==> config.mk <==
export PLATFORM = sky130hd
export DESIGN_NAME = pi_current_loop_with_estimator_unit_flat
export DESIGN_NICKNAME = d
export VERILOG_FILES = /design/src/rtl/pilc_pkg.sv /design/src/rtl/pilc_if.sv /design/src/rtl/pilc_datapath.sv /design/src/rtl/pi_current_loop_with_estimator_unit.sv /design/src/flat_wrapper.sv
export SDC_FILE = /design/constraint.sdc
export NUM_CORES = 2
export LEC_CHECK = 0
export ABC_AREA = 1
export BUFFER_PORTS_ARGS = -buffer_cell sky130_fd_sc_hd__buf_4
export CORE_MARGIN = 10
export CORE_UTILIZATION = 50
export DETAILED_ROUTE_END_ITERATION = 10
export HOLD_SLACK_MARGIN = 0.02
export PLACE_DENSITY = 0.7
export SLEW_MARGIN = 40
export SYNTH_ARGS = -nofsm -noshare
export SYNTH_HDL_FRONTEND = slang
export SYNTH_SLANG_ARGS = --single-unit
==> constraint.sdc <==
create_clock -name i_clk -period 10.8 [get_ports i_clk]
set_input_delay 0.54 -clock i_clk [delete_from_list [all_inputs] [get_ports i_clk]]
set_output_delay 0.54 -clock i_clk [all_outputs]
set_load 0.005 [all_outputs]
==> src/rtl/pilc_pkg.sv <==
// Package for the PI current loop: types, constants, saturation and the control-word program.
package pilc_pkg;

    localparam int unsigned DATA_W  = 32;
    localparam int unsigned LIM_W   = 31;
    localparam int unsigned DUTY_W  = 26;
    localparam int unsigned DUTY_SH = 5;
    localparam int unsigned FRAC_W  = 16;
    localparam int unsigned PROD_W  = 2 * DATA_W;
    localparam int unsigned TERM_W  = PROD_W - FRAC_W;
    localparam int unsigned ACC_W   = TERM_W + 2;
    localparam int unsigned IDX_W   = 3;
    localparam int unsigned STEP_W  = 4;

    typedef logic [STEP_W-1:0] t_step;
    typedef logic [IDX_W-1:0]  t_cfg_idx;

    // Register indexes of the configuration port.
    typedef enum logic [IDX_W-1:0] {
        REG_GAIN_NOW  = 3'd0,
        REG_GAIN_PREV = 3'd1,
        REG_MODEL_CUR = 3'd2,
        REG_MODEL_SPD = 3'd3,
        REG_MODEL_DRV = 3'd4,
        REG_LIMIT     = 3'd5
    } t_reg_idx;

    localparam logic signed [DATA_W-1:0] RST_GAIN_NOW  = 32'sd3015;
    localparam logic signed [DATA_W-1:0] RST_GAIN_PREV = 32'sd918;
    localparam logic signed [DATA_W-1:0] RST_MODEL_CUR = -32'sd24805;
    localparam logic signed [DATA_W-1:0] RST_MODEL_SPD = -32'sd1861;
    localparam logic signed [DATA_W-1:0] RST_MODEL_DRV = 32'sd31824;
    localparam logic [LIM_W-1:0]         RST_LIMIT     = 31'd786432;

    localparam logic signed [DATA_W-1:0] S32_MAX = 32'sh7FFF_FFFF;
    localparam logic signed [DATA_W-1:0] S32_MIN = 32'sh8000_0000;

    typedef struct packed {
        logic signed [DATA_W-1:0] gain_now;
        logic signed [DATA_W-1:0] gain_prev;
        logic signed [DATA_W-1:0] model_cur;
        logic signed [DATA_W-1:0] model_spd;
        logic signed [DATA_W-1:0] model_drv;
        logic [LIM_W-1:0]         limit;
    } t_cfg;

    // Multiplier operand selects.
    typedef enum logic [2:0] {
        SA_GAIN_NOW  = 3'd0,
        SA_GAIN_PREV = 3'd1,
        SA_MODEL_CUR = 3'd2,
        SA_MODEL_SPD = 3'd3,
        SA_MODEL_DRV = 3'd4
    } t_sel_a;

    typedef enum logic [2:0] {
        SB_ERR  = 3'd0,
        SB_LERR = 3'd1,
        SB_EST  = 3'd2,
        SB_LSPD = 3'd3,
        SB_DSUM = 3'd4
    } t_sel_b;

    // Accumulator operations.
    typedef enum logic [2:0] {
        ACC_HOLD = 3'd0,
        ACC_ERR  = 3'd1,   // target minus estimate
        ACC_LD   = 3'd2,   // load last drive
        ACC_ADDP = 3'd3,   // add rounded product
        ACC_DSUM = 3'd4,   // saturated accumulator plus last drive
        ACC_P    = 3'd5    // load rounded product
    } t_acc_op;

    typedef enum logic [1:0] {
        WR_NONE = 2'd0,
        WR_ERR  = 2'd1,
        WR_DRV  = 2'd2,
        WR_DSUM = 2'd3
    } t_wr;

    typedef enum logic [1:0] {
        CD_NONE     = 2'd0,
        CD_NO_INPUT = 2'd1,
        CD_OUT_BUSY = 2'd2
    } t_cond;

    typedef struct packed {
        logic    mul_en;
        t_sel_a  sel_a;
        t_sel_b  sel_b;
        t_acc_op acc_op;
        t_wr     wr;
        logic    commit;
        t_cond   cond;
        t_step   target;
        logic    last;
    } t_ctrl;

    // Command from the sequencer to the datapath.
    typedef struct packed {
        logic    load_in;
        logic    commit;
        logic    mul_en;
        t_sel_a  sel_a;
        t_sel_b  sel_b;
        t_acc_op acc_op;
        t_wr     wr;
    } t_dp_cmd;

    typedef struct packed {
        logic [DUTY_W-1:0] duty;
        logic              clamped;
    } t_dp_res;

    localparam t_step STEP_IDLE   = 4'd0;
    localparam t_step STEP_COMMIT = 4'd10;

    function automatic t_ctrl cw(logic mul_en, t_sel_a sa, t_sel_b sb, t_acc_op op,
                                 t_wr wr, logic commit, t_cond cond, t_step target,
                                 logic last);
        t_ctrl c;
        c.mul_en = mul_en;
        c.sel_a  = sa;
        c.sel_b  = sb;
        c.acc_op = op;
        c.wr     = wr;
        c.commit = commit;
        c.cond   = cond;
        c.target = target;
        c.last   = last;
        return c;
    endfunction

    // The program. A product taken in one step is added in the next.
    function automatic t_ctrl ctrl_rom(t_step pc);
        t_ctrl c;
        unique case (pc)
            4'd0:  c = cw(1'b0, SA_GAIN_NOW,  SB_ERR,  ACC_HOLD, WR_NONE, 1'b0,
                          CD_NO_INPUT, STEP_IDLE, 1'b0);
            4'd1:  c = cw(1'b0, SA_GAIN_NOW,  SB_ERR,  ACC_ERR,  WR_NONE, 1'b0,
                          CD_NONE, STEP_IDLE, 1'b0);
            4'd2:  c = cw(1'b0, SA_GAIN_NOW,  SB_ERR,  ACC_LD,   WR_ERR,  1'b0,
                          CD_NONE, STEP_IDLE, 1'b0);
            4'd3:  c = cw(1'b1, SA_GAIN_NOW,  SB_ERR,  ACC_HOLD, WR_NONE, 1'b0,
                          CD_NONE, STEP_IDLE, 1'b0);
            4'd4:  c = cw(1'b1, SA_GAIN_PREV, SB_LERR, ACC_ADDP, WR_NONE, 1'b0,
                          CD_NONE, STEP_IDLE, 1'b0);
            4'd5:  c = cw(1'b0, SA_GAIN_NOW,  SB_ERR,  ACC_ADDP, WR_NONE, 1'b0,
                          CD_NONE, STEP_IDLE, 1'b0);
            4'd6:  c = cw(1'b1, SA_MODEL_CUR, SB_EST,  ACC_DSUM, WR_DRV,  1'b0,
                          CD_NONE, STEP_IDLE, 1'b0);
            4'd7:  c = cw(1'b1, SA_MODEL_SPD, SB_LSPD, ACC_P,    WR_DSUM, 1'b0,
                          CD_NONE, STEP_IDLE, 1'b0);
            4'd8:  c = cw(1'b1, SA_MODEL_DRV, SB_DSUM, ACC_ADDP, WR_NONE, 1'b0,
                          CD_NONE, STEP_IDLE, 1'b0);
            4'd9:  c = cw(1'b0, SA_GAIN_NOW,  SB_ERR,  ACC_ADDP, WR_NONE, 1'b0,
                          CD_NONE, STEP_IDLE, 1'b0);
            4'd10: c = cw(1'b0, SA_GAIN_NOW,  SB_ERR,  ACC_HOLD, WR_NONE, 1'b1,
                          CD_OUT_BUSY, STEP_COMMIT, 1'b1);
            default: c = cw(1'b0, SA_GAIN_NOW, SB_ERR, ACC_HOLD, WR_NONE, 1'b0,
                            CD_NONE, STEP_IDLE, 1'b1);
        endcase
        return c;
    endfunction

    function automatic logic signed [DATA_W-1:0] sat32(logic signed [ACC_W-1:0] v);
        logic signed [DATA_W-1:0] r;
        if (v > $signed({{(ACC_W-DATA_W){1'b0}}, S32_MAX})) begin
            r = S32_MAX;
        end else if (v < $signed({{(ACC_W-DATA_W){1'b1}}, S32_MIN})) begin
            r = S32_MIN;
        end else begin
            r = v[DATA_W-1:0];
        end
        return r;
    endfunction

    function automatic logic signed [ACC_W-1:0] ext32(logic signed [DATA_W-1:0] v);
        return {{(ACC_W-DATA_W){v[DATA_W-1]}}, v};
    endfunction

endpackage

==> src/rtl/pilc_if.sv <==
// Channel interfaces of the PI current loop: input items, results and register writes.
interface pilc_in_if;
    logic                      valid;
    logic                      ready;
    logic signed [31:0]        target_current;
    logic signed [31:0]        measured_speed;

    modport source (output valid, output target_current, output measured_speed,
                    input ready);
    modport sink   (input valid, input target_current, input measured_speed,
                    output ready);
endinterface

interface pilc_out_if;
    logic        valid;
    logic        ready;
    logic [25:0] duty;
    logic        clamped;

    modport source (output valid, output duty, output clamped, input ready);
    modport sink   (input valid, input duty, input clamped, output ready);
endinterface

interface pilc_cfg_if;
    logic        valid;
    logic        ready;
    logic [2:0]  index;
    logic [31:0] data;

    modport source (output valid, output index, output data, input ready);
    modport sink   (input valid, input index, input data, output ready);
endinterface

==> src/rtl/pilc_datapath.sv <==
// Datapath of the PI current loop: shared multiplier, accumulator and loop state.
module pilc_datapath (
    input  logic                              i_clk,
    input  logic                              i_rst_n,
    input  pilc_pkg::t_dp_cmd                 i_cmd,
    input  pilc_pkg::t_cfg                    i_cfg,
    input  logic signed [pilc_pkg::DATA_W-1:0] i_target,
    input  logic signed [pilc_pkg::DATA_W-1:0] i_speed,
    output pilc_pkg::t_dp_res                 o_res
);
    import pilc_pkg::*;

    logic signed [DATA_W-1:0] r_target, r_speed;
    logic signed [DATA_W-1:0] r_err, r_drive, r_dsum;
    logic signed [DATA_W-1:0] r_est, r_last_speed, r_last_err, r_last_drive;
    logic signed [PROD_W-1:0] r_prod;
    logic signed [ACC_W-1:0]  r_acc, n_acc;

    logic signed [DATA_W-1:0] mul_a, mul_b;
    logic signed [PROD_W-1:0] prod_rnd;
    logic signed [ACC_W-1:0]  term;
    logic signed [DATA_W-1:0] acc_sat;
    logic signed [DATA_W-1:0] held;
    logic signed [DATA_W-1:0] limit_s;
    logic                     clip;

    always_comb begin
        unique case (i_cmd.sel_a)
            SA_GAIN_NOW:  mul_a = i_cfg.gain_now;
            SA_GAIN_PREV: mul_a = i_cfg.gain_prev;
            SA_MODEL_CUR: mul_a = i_cfg.model_cur;
            SA_MODEL_SPD: mul_a = i_cfg.model_spd;
            SA_MODEL_DRV: mul_a = i_cfg.model_drv;
            default:      mul_a = i_cfg.gain_now;
        endcase
        unique case (i_cmd.sel_b)
            SB_ERR:  mul_b = r_err;
            SB_LERR: mul_b = r_last_err;
            SB_EST:  mul_b = r_est;
            SB_LSPD: mul_b = r_last_speed;
            SB_DSUM: mul_b = r_dsum;
            default: mul_b = r_err;
        endcase
    end

    // Round half up to Q16.16: add half an LSB, then an arithmetic shift.
    assign prod_rnd = r_prod + $signed(PROD_W'(1) << (FRAC_W - 1));
    assign term     = {{(ACC_W-TERM_W){prod_rnd[PROD_W-1]}}, prod_rnd[PROD_W-1:FRAC_W]};
    assign acc_sat  = sat32(r_acc);

    always_comb begin
        unique case (i_cmd.acc_op)
            ACC_HOLD: n_acc = r_acc;
            ACC_ERR:  n_acc = ext32(r_target) - ext32(r_est);
            ACC_LD:   n_acc = ext32(r_last_drive);
            ACC_ADDP: n_acc = r_acc + term;
            ACC_DSUM: n_acc = ext32(acc_sat) + ext32(r_last_drive);
            ACC_P:    n_acc = term;
            default:  n_acc = r_acc;
        endcase
    end

    // Clamp of the new drive to the range from zero to the limit.
    assign limit_s = $signed({1'b0, i_cfg.limit});
    always_comb begin
        if (r_drive > limit_s) begin
            held = limit_s;
            clip = 1'b1;
        end else if (r_drive[DATA_W-1]) begin
            held = '0;
            clip = 1'b1;
        end else begin
            held = r_drive;
            clip = 1'b0;
        end
    end

    assign o_res.duty    = held[DUTY_SH+DUTY_W-1:DUTY_SH];
    assign o_res.clamped = clip;

    // Working registers carry payload only.
    always_ff @(posedge i_clk) begin
        if (i_cmd.load_in) begin
            r_target <= i_target;
            r_speed  <= i_speed;
        end
        if (i_cmd.mul_en) begin
            r_prod <= mul_a * mul_b;
        end
        r_acc <= n_acc;
        unique case (i_cmd.wr)
            WR_NONE: ;
            WR_ERR:  r_err  <= acc_sat;
            WR_DRV:  r_drive <= acc_sat;
            WR_DSUM: r_dsum <= acc_sat;
            default: ;
        endcase
    end

    // Loop state is cleared by reset.
    always_ff @(posedge i_clk) begin
        if (!i_rst_n) begin
            r_est        <= '0;
            r_last_speed <= '0;
            r_last_err   <= '0;
            r_last_drive <= '0;
        end else if (i_cmd.commit) begin
            r_est        <= acc_sat;
            r_last_speed <= r_speed;
            r_last_err   <= r_err;
            r_last_drive <= held;
        end
    end

endmodule

==> src/rtl/pi_current_loop_with_estimator_unit.sv <==
// Top level of the PI current loop with model-based current estimator.
//
//  Channel   Dir  Handshake     Payload
//  i_in_ch   in   valid/ready   target_current, measured_speed (Q16.16 signed)
//  o_out_ch  out  valid/ready   duty (26 bit), clamped (1 bit)
//  i_cfg     in   valid/ready   index (3 bit), data (32 bit)
//
// An item passes from acceptance to the result register through the eleven steps
// of the control program, which share the single 32x32 multiplier.
// A new item is taken only in the idle step, so the block takes no new item until
// the last one is committed, and commit waits for the output register to empty.
// Reset is synchronous and active low; it restores the register defaults and zeroes
// the estimate, last speed, last error and last drive. Register writes are taken at
// any time outside reset, and no item is taken while reset is held.
module pi_current_loop_with_estimator_unit (
    input  logic i_clk,
    input  logic i_rst_n,
    pilc_in_if.sink    i_in_ch,
    pilc_out_if.source o_out_ch,
    pilc_cfg_if.sink   i_cfg
);
    import pilc_pkg::*;

    t_step   r_pc, n_pc;
    t_ctrl   ctrl;
    t_cfg    r_cfg;
    t_dp_cmd cmd;
    t_dp_res res;

    logic              r_o_valid;
    logic [DUTY_W-1:0] r_o_duty;
    logic              r_o_clamped;

    logic in_fire, out_busy, commit_fire, cond_true;

    // Control word of the current step.
    assign ctrl = ctrl_rom(r_pc);

    // Items are taken only while the program sits in its idle step.
    assign i_in_ch.ready = (r_pc == STEP_IDLE) && i_rst_n;
    assign in_fire       = i_in_ch.valid && i_in_ch.ready;

    // The result register is busy while it holds a result the sink has not taken.
    assign out_busy    = r_o_valid && !o_out_ch.ready;
    assign commit_fire = ctrl.commit && !out_busy;

    always_comb begin
        unique case (ctrl.cond)
            CD_NONE:     cond_true = 1'b0;
            CD_NO_INPUT: cond_true = !i_in_ch.valid;
            CD_OUT_BUSY: cond_true = out_busy;
            default:     cond_true = 1'b0;
        endcase
    end

    // Step counter: a taken jump goes to its target, the last step wraps to idle.
    always_comb begin
        if (cond_true) begin
            n_pc = ctrl.target;
        end else if (ctrl.last) begin
            n_pc = STEP_IDLE;
        end else begin
            n_pc = r_pc + t_step'(1);
        end
    end

    always_ff @(posedge i_clk) begin
        if (!i_rst_n) begin
            r_pc <= STEP_IDLE;
        end else begin
            r_pc <= n_pc;
        end
    end

    assign cmd.load_in = in_fire;
    assign cmd.commit  = commit_fire;
    assign cmd.mul_en  = ctrl.mul_en;
    assign cmd.sel_a   = ctrl.sel_a;
    assign cmd.sel_b   = ctrl.sel_b;
    assign cmd.acc_op  = ctrl.acc_op;
    assign cmd.wr      = ctrl.wr;

    pilc_datapath u_datapath (
        .i_clk    (i_clk),
        .i_rst_n  (i_rst_n),
        .i_cmd    (cmd),
        .i_cfg    (r_cfg),
        .i_target (i_in_ch.target_current),
        .i_speed  (i_in_ch.measured_speed),
        .o_res    (res)
    );

    // Configuration registers. Writes to indexes past the limit register are dropped.
    assign i_cfg.ready = i_rst_n;

    always_ff @(posedge i_clk) begin
        if (!i_rst_n) begin
            r_cfg.gain_now  <= RST_GAIN_NOW;
            r_cfg.gain_prev <= RST_GAIN_PREV;
            r_cfg.model_cur <= RST_MODEL_CUR;
            r_cfg.model_spd <= RST_MODEL_SPD;
            r_cfg.model_drv <= RST_MODEL_DRV;
            r_cfg.limit     <= RST_LIMIT;
        end else if (i_cfg.valid && i_cfg.ready) begin
            unique case (i_cfg.index)
                REG_GAIN_NOW:  r_cfg.gain_now  <= $signed(i_cfg.data);
                REG_GAIN_PREV: r_cfg.gain_prev <= $signed(i_cfg.data);
                REG_MODEL_CUR: r_cfg.model_cur <= $signed(i_cfg.data);
                REG_MODEL_SPD: r_cfg.model_spd <= $signed(i_cfg.data);
                REG_MODEL_DRV: r_cfg.model_drv <= $signed(i_cfg.data);
                REG_LIMIT:     r_cfg.limit     <= i_cfg.data[LIM_W-1:0];
                default: ;
            endcase
        end
    end

    // Result register: loaded at commit, emptied when the sink takes the transaction.
    always_ff @(posedge i_clk) begin
        if (!i_rst_n) begin
            r_o_valid <= 1'b0;
        end else if (commit_fire) begin
            r_o_valid <= 1'b1;
        end else if (o_out_ch.ready) begin
            r_o_valid <= 1'b0;
        end
    end

    always_ff @(posedge i_clk) begin
        if (commit_fire) begin
            r_o_duty    <= res.duty;
            r_o_clamped <= res.clamped;
        end
    end

    assign o_out_ch.valid   = r_o_valid;
    assign o_out_ch.duty    = r_o_duty;
    assign o_out_ch.clamped = r_o_clamped;

endmodule

==> src/flat_wrapper.sv <==
// flat-port wrapper written by rule: the top's interface ports become plain ports
module pi_current_loop_with_estimator_unit_flat import pilc_pkg::*;
  (i_clk, i_rst_n, i_in_ch_valid, i_in_ch_target_current, i_in_ch_measured_speed, i_in_ch_ready, o_out_ch_valid, o_out_ch_duty, o_out_ch_clamped, o_out_ch_ready, i_cfg_valid, i_cfg_index, i_cfg_data, i_cfg_ready);
  pilc_in_if i_in_ch_i ();
  pilc_out_if o_out_ch_i ();
  pilc_cfg_if i_cfg_i ();
  input  logic i_clk;
  input  logic i_rst_n;
  input wire logic [$bits(i_in_ch_i.valid)-1:0] i_in_ch_valid;
  input wire logic [$bits(i_in_ch_i.target_current)-1:0] i_in_ch_target_current;
  input wire logic [$bits(i_in_ch_i.measured_speed)-1:0] i_in_ch_measured_speed;
  output wire logic [$bits(i_in_ch_i.ready)-1:0] i_in_ch_ready;
  output wire logic [$bits(o_out_ch_i.valid)-1:0] o_out_ch_valid;
  output wire logic [$bits(o_out_ch_i.duty)-1:0] o_out_ch_duty;
  output wire logic [$bits(o_out_ch_i.clamped)-1:0] o_out_ch_clamped;
  input wire logic [$bits(o_out_ch_i.ready)-1:0] o_out_ch_ready;
  input wire logic [$bits(i_cfg_i.valid)-1:0] i_cfg_valid;
  input wire logic [$bits(i_cfg_i.index)-1:0] i_cfg_index;
  input wire logic [$bits(i_cfg_i.data)-1:0] i_cfg_data;
  output wire logic [$bits(i_cfg_i.ready)-1:0] i_cfg_ready;
  assign i_in_ch_i.valid = i_in_ch_valid;
  assign i_in_ch_i.target_current = i_in_ch_target_current;
  assign i_in_ch_i.measured_speed = i_in_ch_measured_speed;
  assign i_in_ch_ready = i_in_ch_i.ready;
  assign o_out_ch_valid = o_out_ch_i.valid;
  assign o_out_ch_duty = o_out_ch_i.duty;
  assign o_out_ch_clamped = o_out_ch_i.clamped;
  assign o_out_ch_i.ready = o_out_ch_ready;
  assign i_cfg_i.valid = i_cfg_valid;
  assign i_cfg_i.index = i_cfg_index;
  assign i_cfg_i.data = i_cfg_data;
  assign i_cfg_ready = i_cfg_i.ready;
  pi_current_loop_with_estimator_unit u_core (.i_clk(i_clk), .i_rst_n(i_rst_n), .i_in_ch(i_in_ch_i), .o_out_ch(o_out_ch_i), .i_cfg(i_cfg_i));
endmodule
==> metrics.md <==
| Metric | Value |
|---|---|
| Setup CP Type | flip-flop to flip-flop |
| Met3 Use GR | 0.0857 |
| WP data arrival | around 11 ns |
| CTS tree | built |
| Post-route non-filler standard cell count | ~10000 |
| Met2 Use GR | 0.504 |
| Mapped Nets | 9861 |
| Vias | ~60000 |
| Mean post-synth cell area | between 8 and 9 um^2 |
| Final Setup Violations | 0 |
| Register area share after synthesis | 0.220 |
| Crit-path max cell delay | roughly 0.74 ns |
| FF-to-FF Start | u_core.ctrl[16] |
| Routability Congestion | roughly 1.0 |
| DP HPWL | 205000 um |
| Hold crit path type | input port to flip-flop |
| Post-synthesis instance total | 8340 |
| Total CTS buffers | 68 |
| Largest net degree at the start of global routing | 110 |
| Fin crit share | 0.954 |
| Placed cell count | around 10000 |
| Die extent in y | 392 um |
| Via density per instance | approximately 5.8 |
| Longest Clk Path Bufs | 3 |
| CTS sink cnt | ~620 |
| Worst R2R End | u_core.u_datapath.r_prod[46] |
| Crit path required time | ~11 ns |
| Crit path top cell by count | fa_1 |
| Syn. warnings | 0 |
| Multi-input gate area | about 0.046 mm^2 |
| Initial Util | 0.503 |
| Total gr overflow | 0 |
| Most frequent cells in the layout | inv_1, nand2_1, fa_1 |
| Slowest CP cell | clkinv_1 |
| Critical hold path startpoint | i_in_ch_target_current[0] |
| Critical path startpoint | u_core.ctrl[16] |
| Top_reg_cell synth | dfxtp_1 |
| Vias in the first global route | between 50000 and 60000 |
| Reg2reg setup slack | between 0.4 and 0.5 ns |
| Area Overhead vs Synth | 7.57% |
| Rows | 136 |
| Worst-path clk slew | ~0.07 ns |
| Ports | roughly 130 |
| Antenna viol nets, final | 0 |
| Fin Clk Skew | 0.0377 ns |
| Post-DR wirelength/cell | 25.4 um |
| Fin crit period | 10.31 ns |
| Total Wirelength | roughly 260000 um |
| Critical path endpoint | u_core.u_datapath.r_prod[46] |
| Pins Over Slew Limit | 0 |
| Maximum capacitance violations | 0 |
| Initial antenna violation count | 5 |
| Run status | finished, final reports clean |
| Met1 usage | 0.438 |
| Setup_tns | 0 ns |
| Number of port buffers | between 100 and 150 |
| Core Area | 0.138 mm^2 |
| Post-synthesis cell type count | 66 |
| Ys async rst share | 0 |
| Measured slew at the worst slew-check pin | around 0.94 ns |
| Sequential cell area | roughly 0.015 mm^2 |
| Final net count | 9884 |
| Yosys reg bits | 619 |
| Number of synthesized flops with an enable pin | about 290 |
| Crit path max fanout | 29 |
| Slew margin rel. | 0.375 |
| Die width | between 300 and 400 um |
| Max H-tree Level | 3 |
| TritonRoute pass-1 iters | 7 |
| Most used routing layer | met2 |
| Remaining DRCs | 0 |
| Root Buffer | clkbuf_16 |
| WHS | 0.0620 ns |
| Mapped cell area | approximately 0.069 mm^2 |
| Hold Fails Final Rpt | 0 |
| First-pass GRT wire length | between 300000 and 400000 um |
| Clk_lat worst skew | roughly 0.66 ns |
| GRT Resource Usage Total | 0.333 |
| Fillers | 12800 |
| Max Freq | 0.0970 GHz |
| FF-to-FF path depth | 33 |
| RSZ-0062 raised after global routing | no |
| Commonest non-fill, non-tap cell in the layout | inv_1 |
| Worst Setup Start Kind | flip-flop |
| Die area | between 0.15 and 0.2 mm^2 |
| Share of cells above drive strength 1 | 0.0675 |
| 1st-iter DRT viols | 6331 |
| Critical Path End Type | flip-flop |
==> critical path: cells and delay by family, from the launching register on <==
family                   cells  cell delay [ns]
adder cells (fa/ha/maj)      9             4.25
AO/OA/AOI/OAI                2             0.25
flip-flops                   1             0.46
AND/OR/NAND/NOR             13             2.54
XOR/XNOR                     1             0.30
buffers and inverters        8             2.27
==> cell type report <==
| cell class | count | area share |
|---|---|---|
| flip-flops and latches | 619 | 0.205 |
| inverters | 1683 | 0.0848 |
| clock inverters | 30 | 0.00475 |
| diodes | 4 | 0.000134 |
| multi-input cells | 5718 | 0.622 |
| well taps | 1794 | 0.0301 |
| clock buffers | 95 | 0.0257 |
| repair buffers | 273 | 0.0280 |
==> per-layer routing <==
metal	vias to the layer above	routed length, um
li1	26100	-
met1	29400	101000
met2	3314	112000
met3	722	29200
met4	2	16900
met5	-	13
==> per-stage QoR <==
stage | utilization | worst slack [ns] | cell area (um^2)
final | 0.542 | 0.493 | 74500
after CTS | 0.541 | 0.760 | 74500
after global placement | 0.524 | 0.825 | 72200
after global routing | 0.541 | 0.214 | 74500
after floorplan | - | 2.18 | 69300
after detailed placement | 0.525 | 0.771 | 72200
==> state kept, by name, summed over array words and instances, names as in the netlist <==
register	flops
u_core.r_cfg	191
u_core.u_datapath.r_acc	50
u_core.u_datapath.r_prod	49
u_core.u_datapath.r_drive	32
u_core.u_datapath.r_dsum	32
u_core.u_datapath.r_err	32
u_core.u_datapath.r_est	32
u_core.u_datapath.r_last_err	32
u_core.u_datapath.r_last_speed	32
u_core.u_datapath.r_speed	32
u_core.u_datapath.r_target	32
u_core.u_datapath.r_last_drive	31
u_core.o_out_ch.duty	26
u_core.ctrl	10
u_core.r_pc	4
u_core.o_out_ch.clamped	1
u_core.o_out_ch.valid	1
==> how the worst min path moves through the flow <==
stage                                          endpoint  slack [ns]  depth (start not counted)
after CTS                 u_core.u_datapath.r_target[0]        0.02                          1
after global routing      u_core.u_datapath.r_target[0]        0.04                          1
after global placement                 u_core.r_cfg[80]        0.43                          2
after floorplan                        u_core.r_cfg[80]        0.42                          2
final                     u_core.u_datapath.r_target[0]        0.06                          1
after detailed placement               u_core.r_cfg[77]        0.44                          2
==> Yosys cell counts, types with 18 or more instances <==
cell / count / area [um^2]
nand3_1: 243 / 1220
a21o_1: 18 / 135
xor2_1: 78 / 683
nand2_1: 1315 / 4940
a21boi_0: 34 / 255
a221oi_1: 40 / 350
buf_2: 147 / 736
nand4_1: 80 / 500
ha_1: 333 / 4170
clkbuf_1: 131 / 492
nor3_1: 62 / 310
o21a_1: 38 / 285
edfxtp_1: 286 / 8590
nor2_1: 1015 / 3810
dfxtp_1: 333 / 6670
nor4_1: 24 / 150
o21ai_2: 40 / 350
o211ai_1: 52 / 390
fa_1: 1084 / 21700
a21oi_1: 464 / 2320
inv_2: 58 / 218
xnor2_1: 33 / 289
o21ai_0: 548 / 2740
or2_2: 26 / 163
a31oi_1: 29 / 181
inv_1: 1619 / 6080
==> cell families (layout without fill, tap and decap cells) <==
kind of cell | after synthesis | in the layout | synth area share
AO/OA/AOI/OAI | 1371 | 1371 | 0.113
XOR/XNOR | 111 | 111 | 0.0140
adder cells (fa/ha/maj) | 1417 | 1417 | 0.373
buffers and inverters | 2003 | 2081 | 0.113
flip-flops | 619 | 619 | 0.220
other | 0 | 4 | 0
AND/OR/NAND/NOR | 2819 | 2819 | 0.166
==> what timing repair did <==
action                                 4_1_cts  5_1_grt
buffers inserted                             0        0
endpoints found under the hold margin        1        0
resized for setup                            0        0
hold buffers                                 1        0
Power is not shown: default switching activity piles up to over one toggle a cycle in this logic, so the estimate is an artifact.
